[config.mk]
export PLATFORM = sky130hd
export DESIGN_NAME = lcd_spi_command_sequencer_top
export DESIGN_NICKNAME = d
export VERILOG_FILES = /design/src/lsc_pkg.sv /design/src/lsc_datapath.sv /design/src/lsc_sequencer.sv /design/src/lcd_spi_command_sequencer_top.sv
export SDC_FILE = /design/constraint.sdc
export NUM_CORES = 1
export LEC_CHECK = 0
export ABC_AREA = 1
export BUFFER_PORTS_ARGS = -buffer_cell sky130_fd_sc_hd__buf_2
export CAP_MARGIN = 0
export CORE_ASPECT_RATIO = 2
export CORE_UTILIZATION = 56
export CTS_CLUSTER_DIAMETER = 80
export DETAILED_ROUTE_END_ITERATION = 8
export GPL_TIMING_DRIVEN = 0
export PLACE_DENSITY = 0.76
export SYNTH_ARGS = -nofsm -noshare
export SYNTH_HDL_FRONTEND = slang
export SYNTH_SLANG_ARGS = --single-unit
[constraint.sdc]
create_clock -name clk_i -period 4.63 [get_ports clk_i]
set_input_delay 0.6945 -clock clk_i [delete_from_list [all_inputs] [get_ports clk_i]]
set_output_delay 0.6945 -clock clk_i [all_outputs]
set_load 0.005 [all_outputs]
[src/lsc_pkg.sv]
// ----------------------------------------------------------------------------
// lsc_pkg: shared types, register indexes and microprogram for the LCD SPI
// command sequencer.
// ----------------------------------------------------------------------------
package lsc_pkg;

  // Request codes
  typedef enum logic [1:0] {
    REQ_INIT     = 2'd0,
    REQ_ROTATE   = 2'd1,
    REQ_FRAME    = 2'd2,
    REQ_SHUTDOWN = 2'd3
  } req_type_e;

  // Configuration register indexes
  localparam logic [1:0] CFG_COLOR_DEPTH_12  = 2'd0;
  localparam logic [1:0] CFG_COLUMN_OFFSET   = 2'd1;
  localparam logic [1:0] CFG_ROW_OFFSET_NORM = 2'd2;
  localparam logic [1:0] CFG_ROW_OFFSET_ROT  = 2'd3;

  localparam int unsigned CfgIdxW  = 2;
  localparam int unsigned CfgDataW = 8;

  // Reset values of the offset configuration registers
  localparam logic [7:0] ColumnOffsetRst  = 8'd40;
  localparam logic [7:0] RowOffsetNormRst = 8'd53;
  localparam logic [7:0] RowOffsetRotRst  = 8'd52;

  // Fixed bytes
  localparam logic [7:0] PixFmt12   = 8'h03;
  localparam logic [7:0] PixFmt16   = 8'h05;
  localparam logic [7:0] MadctlRot  = 8'hb0;
  localparam logic [7:0] MadctlNorm = 8'h70;

  typedef struct packed {
    logic [1:0] req_type;
    logic       rotate;
    logic [8:0] frame_width;
    logic [8:0] frame_height;
    logic [9:0] row_stride;
  } req_t;

  typedef struct packed {
    logic [7:0]  spi_byte;
    logic        is_data;
    logic        pause_after;
    logic [18:0] pixel_byte_count;
    logic        last;
  } rsp_t;

  // Byte source of a microstep
  typedef enum logic [3:0] {
    SRC_LIT,
    SRC_COLOR,
    SRC_ROT,
    SRC_X_HI,
    SRC_X_LO,
    SRC_XE_HI,
    SRC_XE_LO,
    SRC_Y_HI,
    SRC_Y_LO,
    SRC_YE_HI,
    SRC_YE_LO
  } src_e;

  // Branch at the end of a microstep
  typedef enum logic {
    BR_NEXT,
    BR_DONE
  } branch_e;

  // One control word
  typedef struct packed {
    src_e       src;
    logic [7:0] lit;
    logic       is_data;
    logic       pause;
    logic       cnt_en;
    branch_e    branch;
  } ucode_t;

  localparam int unsigned PcW = 7;

  // Routine entry points
  localparam logic [PcW-1:0] EntryInit     = 7'd0;
  localparam logic [PcW-1:0] EntryRotate   = 7'd60;
  localparam logic [PcW-1:0] EntryFrame    = 7'd62;
  localparam logic [PcW-1:0] EntryShutdown = 7'd75;

  function automatic logic [PcW-1:0] entry_addr(logic [1:0] req);
    logic [PcW-1:0] a;
    case (req)
      REQ_INIT:     a = EntryInit;
      REQ_ROTATE:   a = EntryRotate;
      REQ_FRAME:    a = EntryFrame;
      REQ_SHUTDOWN: a = EntryShutdown;
      default:      a = EntryInit;
    endcase
    return a;
  endfunction

  function automatic ucode_t uc_cmd(logic [7:0] lit, logic pause, branch_e br);
    ucode_t u;
    u.src     = SRC_LIT;
    u.lit     = lit;
    u.is_data = 1'b0;
    u.pause   = pause;
    u.cnt_en  = 1'b0;
    u.branch  = br;
    return u;
  endfunction

  function automatic ucode_t uc_dat(src_e src, logic [7:0] lit, branch_e br);
    ucode_t u;
    u.src     = src;
    u.lit     = lit;
    u.is_data = 1'b1;
    u.pause   = 1'b0;
    u.cnt_en  = 1'b0;
    u.branch  = br;
    return u;
  endfunction

  // Microprogram: init 0..59, rotate 60..61, frame 62..74, shutdown 75..76
  function automatic ucode_t ucode_rom(logic [PcW-1:0] pc);
    ucode_t u;
    case (pc)
      7'd0:  u = uc_cmd(8'h36, 1'b0, BR_NEXT);
      7'd1:  u = uc_dat(SRC_LIT, 8'h70, BR_NEXT);
      7'd2:  u = uc_cmd(8'hb2, 1'b0, BR_NEXT);
      7'd3:  u = uc_dat(SRC_LIT, 8'h0c, BR_NEXT);
      7'd4:  u = uc_dat(SRC_LIT, 8'h0c, BR_NEXT);
      7'd5:  u = uc_dat(SRC_LIT, 8'h00, BR_NEXT);
      7'd6:  u = uc_dat(SRC_LIT, 8'h33, BR_NEXT);
      7'd7:  u = uc_dat(SRC_LIT, 8'h33, BR_NEXT);
      7'd8:  u = uc_cmd(8'hb7, 1'b0, BR_NEXT);
      7'd9:  u = uc_dat(SRC_LIT, 8'h35, BR_NEXT);
      7'd10: u = uc_cmd(8'hbb, 1'b0, BR_NEXT);
      7'd11: u = uc_dat(SRC_LIT, 8'h19, BR_NEXT);
      7'd12: u = uc_cmd(8'hc0, 1'b0, BR_NEXT);
      7'd13: u = uc_dat(SRC_LIT, 8'h2c, BR_NEXT);
      7'd14: u = uc_cmd(8'hc2, 1'b0, BR_NEXT);
      7'd15: u = uc_dat(SRC_LIT, 8'h01, BR_NEXT);
      7'd16: u = uc_cmd(8'hc3, 1'b0, BR_NEXT);
      7'd17: u = uc_dat(SRC_LIT, 8'h12, BR_NEXT);
      7'd18: u = uc_cmd(8'hc4, 1'b0, BR_NEXT);
      7'd19: u = uc_dat(SRC_LIT, 8'h20, BR_NEXT);
      7'd20: u = uc_cmd(8'hc5, 1'b0, BR_NEXT);
      7'd21: u = uc_dat(SRC_LIT, 8'h20, BR_NEXT);
      7'd22: u = uc_cmd(8'hc6, 1'b0, BR_NEXT);
      7'd23: u = uc_dat(SRC_LIT, 8'h0f, BR_NEXT);
      7'd24: u = uc_cmd(8'hd0, 1'b0, BR_NEXT);
      7'd25: u = uc_dat(SRC_LIT, 8'ha4, BR_NEXT);
      7'd26: u = uc_dat(SRC_LIT, 8'ha1, BR_NEXT);
      // positive gamma
      7'd27: u = uc_cmd(8'he0, 1'b0, BR_NEXT);
      7'd28: u = uc_dat(SRC_LIT, 8'hd0, BR_NEXT);
      7'd29: u = uc_dat(SRC_LIT, 8'h04, BR_NEXT);
      7'd30: u = uc_dat(SRC_LIT, 8'h0d, BR_NEXT);
      7'd31: u = uc_dat(SRC_LIT, 8'h11, BR_NEXT);
      7'd32: u = uc_dat(SRC_LIT, 8'h13, BR_NEXT);
      7'd33: u = uc_dat(SRC_LIT, 8'h2b, BR_NEXT);
      7'd34: u = uc_dat(SRC_LIT, 8'h3f, BR_NEXT);
      7'd35: u = uc_dat(SRC_LIT, 8'h54, BR_NEXT);
      7'd36: u = uc_dat(SRC_LIT, 8'h4c, BR_NEXT);
      7'd37: u = uc_dat(SRC_LIT, 8'h18, BR_NEXT);
      7'd38: u = uc_dat(SRC_LIT, 8'h0d, BR_NEXT);
      7'd39: u = uc_dat(SRC_LIT, 8'h0b, BR_NEXT);
      7'd40: u = uc_dat(SRC_LIT, 8'h1f, BR_NEXT);
      7'd41: u = uc_dat(SRC_LIT, 8'h23, BR_NEXT);
      // negative gamma
      7'd42: u = uc_cmd(8'he1, 1'b0, BR_NEXT);
      7'd43: u = uc_dat(SRC_LIT, 8'hd0, BR_NEXT);
      7'd44: u = uc_dat(SRC_LIT, 8'h04, BR_NEXT);
      7'd45: u = uc_dat(SRC_LIT, 8'h0c, BR_NEXT);
      7'd46: u = uc_dat(SRC_LIT, 8'h11, BR_NEXT);
      7'd47: u = uc_dat(SRC_LIT, 8'h13, BR_NEXT);
      7'd48: u = uc_dat(SRC_LIT, 8'h2c, BR_NEXT);
      7'd49: u = uc_dat(SRC_LIT, 8'h3f, BR_NEXT);
      7'd50: u = uc_dat(SRC_LIT, 8'h44, BR_NEXT);
      7'd51: u = uc_dat(SRC_LIT, 8'h51, BR_NEXT);
      7'd52: u = uc_dat(SRC_LIT, 8'h2f, BR_NEXT);
      7'd53: u = uc_dat(SRC_LIT, 8'h1f, BR_NEXT);
      7'd54: u = uc_dat(SRC_LIT, 8'h1f, BR_NEXT);
      7'd55: u = uc_dat(SRC_LIT, 8'h20, BR_NEXT);
      7'd56: u = uc_dat(SRC_LIT, 8'h23, BR_NEXT);
      7'd57: u = uc_cmd(8'h21, 1'b0, BR_NEXT);
      7'd58: u = uc_cmd(8'h11, 1'b1, BR_NEXT);
      7'd59: u = uc_cmd(8'h29, 1'b1, BR_DONE);
      // rotate
      7'd60: u = uc_cmd(8'h36, 1'b0, BR_NEXT);
      7'd61: u = uc_dat(SRC_ROT, 8'h00, BR_DONE);
      // frame start
      7'd62: u = uc_cmd(8'h3a, 1'b0, BR_NEXT);
      7'd63: u = uc_dat(SRC_COLOR, 8'h00, BR_NEXT);
      7'd64: u = uc_cmd(8'h2a, 1'b0, BR_NEXT);
      7'd65: u = uc_dat(SRC_X_HI, 8'h00, BR_NEXT);
      7'd66: u = uc_dat(SRC_X_LO, 8'h00, BR_NEXT);
      7'd67: u = uc_dat(SRC_XE_HI, 8'h00, BR_NEXT);
      7'd68: u = uc_dat(SRC_XE_LO, 8'h00, BR_NEXT);
      7'd69: u = uc_cmd(8'h2b, 1'b0, BR_NEXT);
      7'd70: u = uc_dat(SRC_Y_HI, 8'h00, BR_NEXT);
      7'd71: u = uc_dat(SRC_Y_LO, 8'h00, BR_NEXT);
      7'd72: u = uc_dat(SRC_YE_HI, 8'h00, BR_NEXT);
      7'd73: u = uc_dat(SRC_YE_LO, 8'h00, BR_NEXT);
      7'd74: begin
        u        = uc_cmd(8'h2c, 1'b0, BR_DONE);
        u.cnt_en = 1'b1;
      end
      // shutdown
      7'd75: u = uc_cmd(8'h28, 1'b1, BR_NEXT);
      7'd76: u = uc_cmd(8'h10, 1'b1, BR_DONE);
      default: u = uc_cmd(8'h00, 1'b0, BR_DONE);
    endcase
    return u;
  endfunction

endpackage

[src/lsc_datapath.sv]
// ----------------------------------------------------------------------------
// lsc_datapath: config registers, request operands, window arithmetic and
// the byte select driven by the current control word.
// ----------------------------------------------------------------------------
module lsc_datapath import lsc_pkg::*; (
  input  logic                clk_i,
  input  logic                rst_ni,
  input  logic                cfg_we_i,
  input  logic [CfgIdxW-1:0]  cfg_idx_i,
  input  logic [CfgDataW-1:0] cfg_data_i,
  input  logic                load_i,
  input  req_t                req_i,
  input  ucode_t              uc_i,
  output logic [7:0]          byte_o,
  output logic [18:0]         count_o
);

  logic       color_q;
  logic [7:0] col_q, rown_q, rowr_q;
  logic       rot_flag_q;

  logic       rotate_q;
  logic [8:0] width_q, height_q;
  logic [9:0] stride_q;

  logic [15:0] xend_q, yend_q;
  logic [18:0] count_q;
  logic [7:0]  y_origin;

  always_ff @(posedge clk_i or negedge rst_ni) begin
    if (!rst_ni) begin
      color_q    <= 1'b0;
      col_q      <= ColumnOffsetRst;
      rown_q     <= RowOffsetNormRst;
      rowr_q     <= RowOffsetRotRst;
      rot_flag_q <= 1'b0;
    end else begin
      if (cfg_we_i) begin
        case (cfg_idx_i)
          CFG_COLOR_DEPTH_12:  color_q <= cfg_data_i[0];
          CFG_COLUMN_OFFSET:   col_q   <= cfg_data_i;
          CFG_ROW_OFFSET_NORM: rown_q  <= cfg_data_i;
          CFG_ROW_OFFSET_ROT:  rowr_q  <= cfg_data_i;
          default: ;
        endcase
      end
      if (load_i) begin
        case (req_i.req_type)
          REQ_INIT:   rot_flag_q <= 1'b0;
          REQ_ROTATE: rot_flag_q <= req_i.rotate;
          default: ;
        endcase
      end
    end
  end

  assign y_origin = rot_flag_q ? rowr_q : rown_q;

  // Operands, then window ends and byte count registered from them in the cycle after
  always_ff @(posedge clk_i) begin
    if (load_i) begin
      rotate_q <= req_i.rotate;
      width_q  <= req_i.frame_width;
      height_q <= req_i.frame_height;
      stride_q <= req_i.row_stride;
    end
    xend_q  <= {8'd0, col_q} + {7'd0, width_q} - 16'd1;
    yend_q  <= {8'd0, y_origin} + {7'd0, height_q} - 16'd1;
    count_q <= {9'd0, stride_q} * {10'd0, height_q};
  end

  always_comb begin
    case (uc_i.src)
      SRC_LIT:   byte_o = uc_i.lit;
      SRC_COLOR: byte_o = color_q ? PixFmt12 : PixFmt16;
      SRC_ROT:   byte_o = rotate_q ? MadctlRot : MadctlNorm;
      SRC_X_HI:  byte_o = 8'd0;
      SRC_X_LO:  byte_o = col_q;
      SRC_XE_HI: byte_o = xend_q[15:8];
      SRC_XE_LO: byte_o = xend_q[7:0];
      SRC_Y_HI:  byte_o = 8'd0;
      SRC_Y_LO:  byte_o = y_origin;
      SRC_YE_HI: byte_o = yend_q[15:8];
      SRC_YE_LO: byte_o = yend_q[7:0];
      default:   byte_o = uc_i.lit;
    endcase
  end

  assign count_o = uc_i.cnt_en ? count_q : 19'd0;

endmodule

[src/lsc_sequencer.sv]
// ----------------------------------------------------------------------------
// lsc_sequencer: step counter over the microprogram ROM, request handshake
// and output word register.
// ----------------------------------------------------------------------------
module lsc_sequencer import lsc_pkg::*; (
  input  logic        clk_i,
  input  logic        rst_ni,
  input  logic        in_valid_i,
  output logic        in_ready_o,
  input  logic [1:0]  req_type_i,
  output logic        load_o,
  output ucode_t      uc_o,
  input  logic [7:0]  byte_i,
  input  logic [18:0] count_i,
  output logic        out_valid_o,
  input  logic        out_ready_i,
  output rsp_t        out_rsp_o
);

  typedef enum logic {
    ST_IDLE,
    ST_RUN
  } state_e;

  state_e         state_q;
  logic [PcW-1:0] pc_q;
  logic           out_valid_q;
  logic           out_valid_d;
  rsp_t           out_q;
  logic           step;

  assign in_ready_o = (state_q == ST_IDLE);
  assign load_o     = in_valid_i && in_ready_o;
  assign uc_o       = ucode_rom(pc_q);
  // advance when the output register is free or being emptied
  assign step       = (state_q == ST_RUN) && (!out_valid_q || out_ready_i);
  // a new word fills the register, otherwise an accepted word empties it
  assign out_valid_d = step || (out_valid_q && !out_ready_i);

  always_ff @(posedge clk_i or negedge rst_ni) begin
    if (!rst_ni) begin
      state_q     <= ST_IDLE;
      pc_q        <= EntryInit;
      out_valid_q <= 1'b0;
      out_q       <= '0;
    end else begin
      out_valid_q <= out_valid_d;
      case (state_q)
        ST_IDLE: begin
          if (load_o) begin
            pc_q    <= entry_addr(req_type_i);
            state_q <= ST_RUN;
          end
        end
        ST_RUN: begin
          if (step) begin
            out_q.spi_byte         <= byte_i;
            out_q.is_data          <= uc_o.is_data;
            out_q.pause_after      <= uc_o.pause;
            out_q.pixel_byte_count <= count_i;
            out_q.last             <= (uc_o.branch == BR_DONE);
            if (uc_o.branch == BR_DONE) state_q <= ST_IDLE;
            else                        pc_q    <= pc_q + 7'd1;
          end
        end
        default: state_q <= ST_IDLE;
      endcase
    end
  end

  assign out_valid_o = out_valid_q;
  assign out_rsp_o   = out_q;

endmodule

[src/lcd_spi_command_sequencer_top.sv]
// ----------------------------------------------------------------------------
// lcd_spi_command_sequencer_top: turns init / rotate / frame start / shutdown
// requests into tagged LCD controller SPI byte runs.
// ----------------------------------------------------------------------------
//  channel  | direction | handshake              | payload
//  ---------+-----------+------------------------+---------------------------
//  in       | in        | in_valid_i/in_ready_o  | in_req_i (req_t)
//  out      | out       | out_valid_o/out_ready_i| out_rsp_o (rsp_t)
//  cfg      | in        | cfg_we_i               | cfg_idx_i, cfg_data_i
//
// One word per cycle from the microprogram step counter while the output is
// not stalled; each request runs its routine through to its last step.
// The request accept cycle loads the entry address; the next request is taken
// once the last step of the routine has been issued to the output register.
// A stalled output freezes the step counter. Reset clears control state,
// the rotation flag and restores the window offsets; no clearing pass.
// Window ends and the pixel byte count are registered from the latched
// operands and are ready well before the frame routine reaches them.
// ----------------------------------------------------------------------------
module lcd_spi_command_sequencer_top import lsc_pkg::*; (
  input  logic                clk_i,
  input  logic                rst_ni,
  input  logic                in_valid_i,
  output logic                in_ready_o,
  input  req_t                in_req_i,
  output logic                out_valid_o,
  input  logic                out_ready_i,
  output rsp_t                out_rsp_o,
  input  logic                cfg_we_i,
  input  logic [CfgIdxW-1:0]  cfg_idx_i,
  input  logic [CfgDataW-1:0] cfg_data_i
);

  logic        load;
  ucode_t      uc;
  logic [7:0]  dp_byte;
  logic [18:0] dp_count;

  lsc_sequencer u_seq (
    .clk_i       (clk_i),
    .rst_ni      (rst_ni),
    .in_valid_i  (in_valid_i),
    .in_ready_o  (in_ready_o),
    .req_type_i  (in_req_i.req_type),
    .load_o      (load),
    .uc_o        (uc),
    .byte_i      (dp_byte),
    .count_i     (dp_count),
    .out_valid_o (out_valid_o),
    .out_ready_i (out_ready_i),
    .out_rsp_o   (out_rsp_o)
  );

  lsc_datapath u_dp (
    .clk_i      (clk_i),
    .rst_ni     (rst_ni),
    .cfg_we_i   (cfg_we_i),
    .cfg_idx_i  (cfg_idx_i),
    .cfg_data_i (cfg_data_i),
    .load_i     (load),
    .req_i      (in_req_i),
    .uc_i       (uc),
    .byte_o     (dp_byte),
    .count_o    (dp_count)
  );

endmodule
==> results of run 1 <==
## layer usage
metal | global-route usage | share of wire | up-vias
met2 | 0.644 | 0.56 | 358
met1 | 0.307 | 0.33 | 4617
met5 | 0 | 0 | -
met3 | 0.0335 | 0.037 | 149
li1 | - | - | 4612
met4 | 0.261 | 0.081 | 0
## cell type report
class	count	area (sq um)
Inverter	252	953
Sequential cell	145	3530
Tap cell	255	319
Timing Repair Buffer	92	500
Fill cell	1610	6590
Multi-Input combinational cell	960	6000
Buffer	38	220
Clock inverter	13	200
Clock buffer	19	433
## state kept, by name, indices dropped and copies added, names as in the netlist
signal             count
u_seq.out_rsp_o       30
u_dp.count_q          19
u_dp.xend_q           16
u_dp.yend_q           16
u_dp.stride_q         10
u_dp.height_q          9
u_dp.width_q           9
u_dp.col_q             8
u_dp.rown_q            8
u_dp.rowr_q            8
u_seq.pc_q             7
u_dp.color_q           1
u_dp.rot_flag_q        1
u_dp.rotate_q          1
u_seq.out_valid_o      1
u_seq.state_q          1
## worst paths after layout
path,from,endpoint,cells after the start
setup reg to reg,u_dp.height_q[3]$_DFFE_PP_,u_dp.count_q[13]$_DFF_P_,16
hold / removal,rst_ni,u_seq.out_rsp_o[21]$_DFFE_PN0P_,1
max in group asynchronous,rst_ni,u_dp.col_q[4]$_DFFE_PN0P_,1
min in group clk_i,in_req_i[17],u_dp.height_q[7]$_DFFE_PP_,1
setup / recovery,u_dp.height_q[3]$_DFFE_PP_,u_dp.count_q[13]$_DFF_P_,16
hold reg to reg,u_dp.count_q[16]$_DFF_P_,u_seq.out_rsp_o[17]$_DFFE_PN0P_,2
## critical path, delay by kind of cell (launching register included)
| family | cells | cell delay, ns |
|---|---|---|
| adder cells (fa/ha/maj) | 5 | 2.43 |
| AO/OA/AOI/OAI | 3 | 0.67 |
| buffers and inverters | 4 | 0.47 |
| flip-flops | 1 | 0.36 |
| AND/OR/NAND/NOR | 3 | 0.30 |
| XOR/XNOR | 1 | 0.14 |
## cells in the mapped netlist (29+ instances only)
cell type	instances	area, sq um
edfxtp_1	29	871
nand4_1	34	213
nand3_1	97	485
dfxtp_1	51	1020
clkbuf_1	32	120
a21oi_1	35	175
fa_1	59	1180
nand2_1	404	1520
ha_1	72	901
nor2_1	78	293
dfrtp_1	56	1400
inv_1	242	908
o21ai_0	89	445
## what timing repair did
action	CTS	global route
gates resized for setup	8	11
buffers inserted	6	9
setup endpoints to repair	7	5
## power by group
part           total, W  internal [W]  leakage, nW  switching (W)
Clock           0.00147      0.000915        0.307       0.000555
Sequential      0.00191       0.00171         1.51       0.000201
Combinational   0.00597       0.00205         4.91        0.00391
Total           0.00935       0.00468         6.72        0.00467
## metrics by stage
stage	power, W	instances	setup TNS, ns	area (sq um)	setup slack [ns]
finish	0.00935	1774	0	12200	0.153
global route	0.0101	1774	-0.00163	12200	-0.00163
CTS	0.00924	1768	0	12100	0.0353
detailed placement	0.00769	1740	-1.33	11400	-0.365
global placement	0.00762	1740	-0.972	11400	-0.282
floorplan	0.00597	1408	0	10700	0.335
## cells by family (layout without fill, tap and decap cells)
logic type	after synthesis	in the layout	share of synthesized area
AND/OR/NAND/NOR	645	645	0.259
buffers and inverters	303	414	0.113
adder cells (fa/ha/maj)	131	131	0.194
XOR/XNOR	37	37	0.0302
flip-flops	145	145	0.329
AO/OA/AOI/OAI	147	147	0.0746
==> results.md, run 1 <==
* Fin crit period at roughly 4.5 ns
* FMAX at roughly 220 MHz
* Initial antenna violation count at 0
* Layout overhead on the synthesized area at 13.4%
* Outcome: finished, final reports clean
* Mapped Cells at between 1000 and 1500
* Synthesized area at between 10000 and 15000 sq um
* R2R Setup Slk at between 0.15 and 0.2 ns
* Crit-path slowest cell: fa_1
* Most frequent cells in the layout: nand2_1, inv_1, nand3_1, o21ai_0, buf_2
* First-pass GRT wire length at slightly below 50 mm
* Clk pin slew, worst setup/hold paths at roughly 0.06 ns
* Final Setup Violations at 0
* Row count at 71
* Most common cell after layout, fill and taps aside: nand2_1
* CP cell instances: clkbuf_2, nand2_1, fa_1, fa_1, inv_1, fa_1, inv_1, fa_1, inv_1, ha_1, a21oi_1, a21boi_2, o21ai_0, nand3_1, nand2_1, xor2_1
* CP Max Fanout at 10
* Clock buffer count from CTS at 17
* IO Port Bufs at between 70 and 80
* Max clock buf depth at 2
* Leak at between 6 and 7 nW
* CP endpoint kind: flop
* Crit-path most repeated cell: fa_1
* Ant diodes at 0
* Ys Warns at 0
* Post-synth ARST share at 0.448
* # IOs at around 80
* CTS sink count at between 100 and 150
* Register area share after synthesis at 0.329
* Fin util at 0.649
* WP data required at between 4 and 5 ns
* Routed WL per cell at 17.4 um
* CTS root buf: clkbuf_16
* DRC viols at 0
* CP Class: flop to flop
* Core area at around 19000 sq um
* Pwr dens at 769 nW/um^2
* Final wirelength at around 31 mm
* Largest net degree at the start of global routing at 66
* Most used DFF post-synth: dfrtp_1
* Max_cap viols at 0
* Vias per cell at roughly 5.5
* Share of cells above drive strength 1 at 0.127
* CP Launch Type: flop
* VDD IR max at slightly above 1000 uV
* Initial core utilization at 0.572
* Post-DP HPWL at 24.2 mm
* Hold Buf Count CTS at 0
* Critical path data arrival time at 4.79 ns
* Hold WS at between 0.3 and 0.4 ns
* Synthesized Nets at around 1600
* Setup Skew at 0.0127 ns
* NumNets Final at 1683
* HP Class: input pin to asynchronous set/reset pin
* Clk_lat worst skew at between 0.4 and 0.5 ns
* Global placer's final weighted congestion at just over 1
* Gr usage total at 0.333
* Full die area at between 15000 and 20000 sq um
* Vias in the first global route at 10100
* Slew headroom at 0.109
* Grt total ovfl at 0
* Tcrit/Tclk final at 0.967
* H-Tree Depth at 4
* Die Y at about 200 um
* Cell variety after synth at 44
* Worst Tran Pin Value at roughly 1.3 ns
* CTS tree: done
* Post-synth EDFFs at 29
* Iteration-0 DRC Markers at 452
* Slowest stage delay, CP at roughly 0.57 ns
* Total of flip-flops plus latches after synthesis at 145
* Initial DRT Pass Iterations at 5
* Final ANT Viol Nets at 0
* Die Span X at 99.9 um
* Pins Over Slew Limit at 0
* Syn avg cell area at between 7 and 8 sq um
* Final hold violation count at 0
* Via count at just under 10000
Power figures use the tool's default switching activity.
==> run 2, diff against run 1 <==
--- a/config.mk
+++ b/config.mk
@@ -14,6 +14,7 @@
 export DETAILED_ROUTE_END_ITERATION = 8
 export GPL_TIMING_DRIVEN = 0
 export PLACE_DENSITY = 0.76
+export RECOVER_POWER = 100
 export SYNTH_ARGS = -nofsm -noshare
 export SYNTH_HDL_FRONTEND = slang
 export SYNTH_SLANG_ARGS = --single-unit
==> run 2 against run 1 <==
The run now ends with capacitance limit, slew limit left. Clock power barely moved. Utilization shrank 0.49 points. Register-to-register slack about the same. Routed wire length is essentially flat. Worst setup slack better by 0.0019 ns. Highest routed layer unchanged. Flip-flop and latch count is the same. Die area unchanged. Hold slack gained 0.083 ns. Fmax about the same.
==> results.md, run 2 (synthesis results as in run 1) <==
* Outcome: complete, but fails checks (was finished, final reports clean)
* Failing checks: capacitance limit, slew limit
* CP cell instances: clkbuf_2, nand2_1, fa_1, fa_1, inv_1, fa_1, inv_1, fa_1, inv_1, ha_1, a21oi_1, a21boi_2, o21ai_0, nand3_1, nand2_1, xor2_1 (unchanged)
* CP Max Fanout at 10 (unchanged)
* VDD IR max at 1020 uV (was 1030 uV)
* Post-DP HPWL at 24.2 mm (unchanged)
* IO Port Bufs at 77 (unchanged)
* Iteration-0 DRC Markers at 496 (was 452)
* Most common cell after layout, fill and taps aside: nand2_1 (unchanged)
* Max_cap viols at 1 (was 0)
* Clk_lat worst skew at 0.42 ns (about the same)
* # IOs at 78 (unchanged)
* Largest register FFs at 30 (unchanged)
* Routed WL per cell at 17.5 um (was 17.4 um)
* CP Class: flop to flop (unchanged)
* Gr usage total at 0.333 (unchanged)
* Post-route setup slack at 0.155 ns (was 0.153 ns)
* Final Setup Violations at 0 (unchanged)
* Share of cells above drive strength 1 at 0.101 (was 0.127)
* CP endpoint kind: flop (unchanged)
* FMAX at 223 MHz (about the same)
* Full die area at 19700 sq um (unchanged)
* Layout overhead on the synthesized area at 12.5% (was 13.4%)
* Slowest stage delay, CP at 0.57 ns (about the same)
* Initial core utilization at 0.572 (unchanged)
* Largest net degree at the start of global routing at 66 (unchanged)
* Final ANT Viol Nets at 0 (unchanged)
* Dpl cell area at 11400 sq um (unchanged)
* CP Launch Type: flop (unchanged)
* Footprint of the multi-input gates at 5980 sq um (was 6000 sq um)
* Grt total ovfl at 0 (unchanged)
* Die Span X at 99.9 um (unchanged)
* Max clock buf depth at 2 (unchanged)
* CTS root buf: clkbuf_16 (unchanged)
* Core area at 18700 sq um (unchanged)
* DRC viols at 0 (unchanged)
* Tcrit/Tclk final at 0.967 (about the same)
* Fin Setup TNS at 0 ns (unchanged)
* Row count at 71 (unchanged)
* Slew headroom at -1.39 (was 0.109)
* CTS tree: done (unchanged)
* WP data required at 4.93 ns (was 4.94 ns)
* Clock buffer count from CTS at 17 (unchanged)
* Design Area, Final at 12100 sq um (was 12200 sq um)
* Pwr dens at 772 nW/um^2 (was 769 nW/um^2)
* Hold Path Origin: in_req_i[17]
* Pins Over Slew Limit at 66 (was 0)
* Pre-CTS setup slack at -0.365 ns (unchanged)
* Final hold violation count at 0 (unchanged)
* CTS sink count at 145 (unchanged)
* Origin of the critical flop-to-flop path: u_dp.height_q[3]$_DFFE_PP_ (unchanged)
* HP Class: input pin to flop (was input pin to asynchronous set/reset pin)
* Worst setup path start: u_dp.height_q[3]$_DFFE_PP_ (unchanged)
* Global placer's final weighted congestion at 1.04 (unchanged)
* Die Y at 198 um (unchanged)
* Leak at 6.57 nW (was 6.72 nW)
* Worst Tran Pin Value at 3.58 ns (was 1.34 ns)
* Vias per cell at 5.48 (was 5.49)
* Sequential cell area at 3530 sq um (unchanged)
* Most frequent cells in the layout: nand2_1, inv_1, nand3_1, o21ai_0, nor2_1 (was nand2_1, inv_1, nand3_1, o21ai_0, buf_2)
* Via count at 9717 (was 9736)
* Crit-path slowest cell: fa_1 (unchanged)
* CP Buf/Inv Count at 4 (unchanged)
* Vias in the first global route at 10100 (unchanged)
* Filler instances at 1639 (was 1610)
* First-pass GRT wire length at 49.2 mm (unchanged)
* Delay-heaviest family, CP: adder cells (unchanged)
* Initial antenna violation count at 0 (unchanged)
* NumNets Final at 1683 (unchanged)
* H-Tree Depth at 4 (unchanged)
* Critical path data arrival time at 4.78 ns (was 4.79 ns)
* Clk pin slew, worst setup/hold paths at 0.06 ns (about the same)
* Final wirelength at 31.0 mm (was 30.9 mm)
* Setup Skew at 0.0137 ns (was 0.0127 ns)
* Fin crit period at 4.48 ns (about the same)
* Initial DRT Pass Iterations at 7 (was 5)
* Ant diodes at 0 (unchanged)
* Crit-path most repeated cell: fa_1 (unchanged)
[run 2: layout make-up]
class                      count  share of cell area
timing repair buffer          92              0.0369
sequential                   145               0.293
tap                          255              0.0264
clock buffer                  19              0.0359
buffer                        38              0.0175
inverter                     252              0.0787
multi-input combinational    960               0.495
clock inverter                13              0.0166
[run 2: repair_timing]
| action | CTS | global route |
|---|---|---|
| buffers inserted | 6 | 9 |
| gates resized for setup | 8 | 11 |
| hold buffers | 0 | 0 |
| setup endpoints to repair | 7 | 5 |
[run 2: metrics by stage]
| stage | hold slack, ns | instances | total power [W] | util |
|---|---|---|---|---|
| finish | 0.449 | 1774 | 0.00931 | 0.644 |
| global route | 0.437 | 1774 | 0.0101 | 0.644 |
| CTS | 0.403 | 1768 | 0.00924 | 0.645 |
| detailed placement | 0.456 | 1740 | 0.00769 | 0.610 |
| global placement | 0.446 | 1740 | 0.00762 | 0.610 |
| floorplan | 0.399 | 1408 | 0.00597 | - |
[run 2: worst paths after layout]
| check | cells after the start | to | slack [ns] |
|---|---|---|---|
| max in group asynchronous | 1 | u_dp.col_q[4]$_DFFE_PN0P_ | 1.09 |
| min in group asynchronous | 1 | u_seq.out_rsp_o[21]$_DFFE_PN0P_ | 1.49 |
| min | 1 | u_dp.height_q[7]$_DFFE_PP_ | 0.45 |
| max | 16 | u_dp.count_q[13]$_DFF_P_ | 0.15 |
| max reg2reg | 16 | u_dp.count_q[13]$_DFF_P_ | 0.15 |
| min reg2reg | 2 | u_seq.out_rsp_o[17]$_DFFE_PN0P_ | 0.46 |
[run 2: report_power, final]
| group | switching (W) | internal, W | total (W) |
|---|---|---|---|
| registers | 0.000203 | 0.00171 | 0.00192 |
| logic | 0.00391 | 0.00202 | 0.00593 |
| clock network | 0.000550 | 0.000916 | 0.00147 |
[run 2: per-layer routing]
metal,vias up,wire (um),track usage
li1,4606,-,-
met1,4587,9910,0.307
met2,379,17300,0.644
met3,145,1280,0.0335
met4,0,2490,0.261
met5,-,0,0
==> run 3, diff against run 2 <==
--- a/config.mk
+++ b/config.mk
@@ -8,13 +8,14 @@
 export ABC_AREA = 1
 export BUFFER_PORTS_ARGS = -buffer_cell sky130_fd_sc_hd__buf_2
 export CAP_MARGIN = 0
-export CORE_ASPECT_RATIO = 2
-export CORE_UTILIZATION = 56
+export CORE_ASPECT_RATIO = 0.9
+export CORE_UTILIZATION = 32
 export CTS_CLUSTER_DIAMETER = 80
 export DETAILED_ROUTE_END_ITERATION = 8
 export GPL_TIMING_DRIVEN = 0
-export PLACE_DENSITY = 0.76
+export PLACE_DENSITY = 0.47
 export RECOVER_POWER = 100
+export SETUP_SLACK_MARGIN = 0.3
 export SYNTH_ARGS = -nofsm -noshare
 export SYNTH_HDL_FRONTEND = slang
 export SYNTH_SLANG_ARGS = --single-unit
==> run 3 against run 2 <==
Largest cell class unchanged. Highest routed layer unchanged. Global-route usage down 15 points. Hold slack worse by 0.35 ns. Clock-buffer cell count up 1. The flow still finishes with violations (capacitance limit, slew limit).
==> results.md, run 3 (synthesis results as in run 1) <==
* Routed WL per cell at 15.3 um (was 17.5 um)
* Initial DRT Pass Iterations at 6 (was 7)
* Gr usage total at 0.181 (was 0.333)
* Filler instances at 3525 (was 1639)
* Share of cells above drive strength 1 at 0.121 (was 0.101)
* Final wirelength at 29.8 mm (was 31.0 mm)
* NumNets Final at 1694 (was 1683)
* Clk_lat worst skew at 0.44 ns (was 0.42 ns)
* Layout Cells excl Fill at 1952 (was 1774)
* Reg2reg path depth at 15 (was 16)
* Ant diodes at 0 (unchanged)
* Tot Pwr at 0.00940 W (was 0.00931 W)
* Iteration-0 DRC Markers at 674 (was 496)
* First-pass GRT wire length at 48.2 mm (was 49.2 mm)
* Largest net degree at the start of global routing at 61 (was 66)
* Row count at 63 (was 71)
* WP data required at 4.96 ns (was 4.93 ns)
* HP Class: input pin to asynchronous set/reset pin (was input pin to flop)
* Post-DP HPWL at 23.2 mm (was 24.2 mm)
* Critical path data arrival time at 4.54 ns (was 4.78 ns)
* CP endpoint kind: flop (unchanged)
* Fin Setup TNS at 0 ns (unchanged)
* Final ANT Viol Nets at 0 (unchanged)
* Slew headroom at -1.32 (was -1.39)
* Leak at 6.66 nW (was 6.57 nW)
* Final Setup Violations at 0 (unchanged)
* Cells after DPL at 1908 (was 1740)
* Clock buffer count from CTS at 17 (unchanged)
* RSZ-0062 raised after global routing: no
* Failing checks: capacitance limit, slew limit (unchanged)
* Setup Skew at 0.0109 ns (was 0.0137 ns)
* Largest register FFs at 30 (unchanged)
* Worst Tran Pin Value at 3.48 ns (was 3.58 ns)
* Hold WS at 0.100 ns (was 0.449 ns)
* Max_cap viols at 1 (unchanged)
* Core area at 32900 sq um (was 18700 sq um)
* Full die area at 34200 sq um (was 19700 sq um)
* Fin crit period at 4.21 ns (was 4.48 ns)
* DRC viols at 0 (unchanged)
* CTS root buf: clkbuf_16 (unchanged)
* # IOs at 78 (unchanged)
* VDD IR max at 383 uV (was 1020 uV)
* Die Y at 176 um (was 198 um)
* FMAX at 237 MHz (was 223 MHz)
* Clk pin slew, worst setup/hold paths at 0.07 ns (was 0.06 ns)
* Most common cell after layout, fill and taps aside: nand2_1 (unchanged)
* Global placer's final weighted congestion at 0.936 (was 1.04)
* Tcrit/Tclk final at 0.910 (was 0.967)
* Vias per cell at 4.74 (was 5.48)
* Most frequent cells in the layout: nand2_1, inv_1, nand3_1, o21ai_0, nor2_1 (unchanged)
* Pwr dens at 757 nW/um^2 (was 772 nW/um^2)
* CP Max Fanout at 6 (was 10)
* Vias in the first global route at 8983 (was 10100)
* CP Launch Type: flop (unchanged)
* Final hold violation count at 0 (unchanged)
* Hold Buf Count CTS at 0 (unchanged)
* Layout overhead on the synthesized area at 15.8% (was 12.5%)
* CTS sink count at 145 (unchanged)
* Outcome: complete, but fails checks (unchanged)
* CTS tree: done (unchanged)
* Max clock buf depth at 2 (unchanged)
* IO Port Bufs at 77 (unchanged)
* Initial core utilization at 0.325 (was 0.572)
* Grt total ovfl at 0 (unchanged)
* Via count at 9260 (was 9717)
* CP Class: flop to flop (unchanged)
* H-Tree Depth at 4 (unchanged)
* Initial antenna violation count at 0 (unchanged)
* Die Span X at 195 um (was 99.9 um)
* Pins Over Slew Limit at 61 (was 66)
-- run 3: power breakdown --
group	switching [W]	leakage [nW]	internal (W)	total (W)
Clock	0.000603	0.284	0.000744	0.00135
Combinational	0.00389	4.87	0.00227	0.00616
Sequential	0.000183	1.51	0.00171	0.00189
-- run 3: cell type report --
type                            instances  area (sq um)  share of cell area
Clock buffer                           20           468              0.0377
Clock inverter                         12          96.3             0.00776
Buffer                                 51           324              0.0261
Inverter                              252           950              0.0765
Timing Repair Buffer                   90           443              0.0357
Tap cell                              422           528              0.0425
Sequential cell                       145          3530               0.284
Multi-Input combinational cell        960          6080               0.490
-- run 3: timing repair --
item / 4_1_cts / 5_1_grt
resized for setup: 34 / 51
cloned: 0 / 0
pin swaps: 0 / 8
buffers inserted: 3 / 9
endpoints found under the setup margin: 10 / 8
-- run 3: worst paths after layout --
kind	from	endpoint	slack, ns
setup / recovery	u_dp.height_q[1]$_DFFE_PP_	u_dp.count_q[18]$_DFF_P_	0.42
hold / removal	rst_ni	u_dp.rown_q[7]$_DFFE_PN0P_	0.10
setup reg to reg	u_dp.height_q[1]$_DFFE_PP_	u_dp.count_q[18]$_DFF_P_	0.42
hold reg to reg	u_dp.count_q[2]$_DFF_P_	u_seq.out_rsp_o[3]$_DFFE_PN0P_	0.46
max in group asynchronous	rst_ni	u_seq.out_rsp_o[29]$_DFFE_PN0P_	0.89
min in group clk_i	in_req_i[8]	u_dp.stride_q[8]$_DFFE_PP_	0.42
-- run 3: worst max-delay path, stage by stage, from the launching register on --
cell and delay [ns]:
edfxtp_1 0.42, buf_6 0.15, clkbuf_1 0.23, nand2_1 0.11, fa_1 0.50, inv_1 0.05
fa_1 0.45, ha_1 0.29, inv_1 0.05, fa_1 0.52, fa_1 0.47, nand3b_1 0.19
nand2_2 0.15, a21boi_4 0.08, o21ai_1 0.16, xor2_1 0.27
-- run 3: routing by layer --
| metal | vias to the layer above | track usage | wire [um] |
|---|---|---|---|
| met3 | 37 | 0.0280 | 1180 |
| met1 | 4402 | 0.255 | 14800 |
| met4 | 0 | 0.0479 | 447 |
| li1 | 4628 | - | - |
| met2 | 193 | 0.288 | 13400 |
| met5 | - | 0 | 0 |
-- run 3: metrics by stage --
stage	area, sq um	setup WS (ns)	util
final	12400	0.419	0.377
after global routing	12400	0.162	0.377
after CTS	12300	0.293	0.374
after detailed placement	11700	-0.246	0.354
after global placement	11600	-0.250	0.353
after floorplan	10700	0.335	-
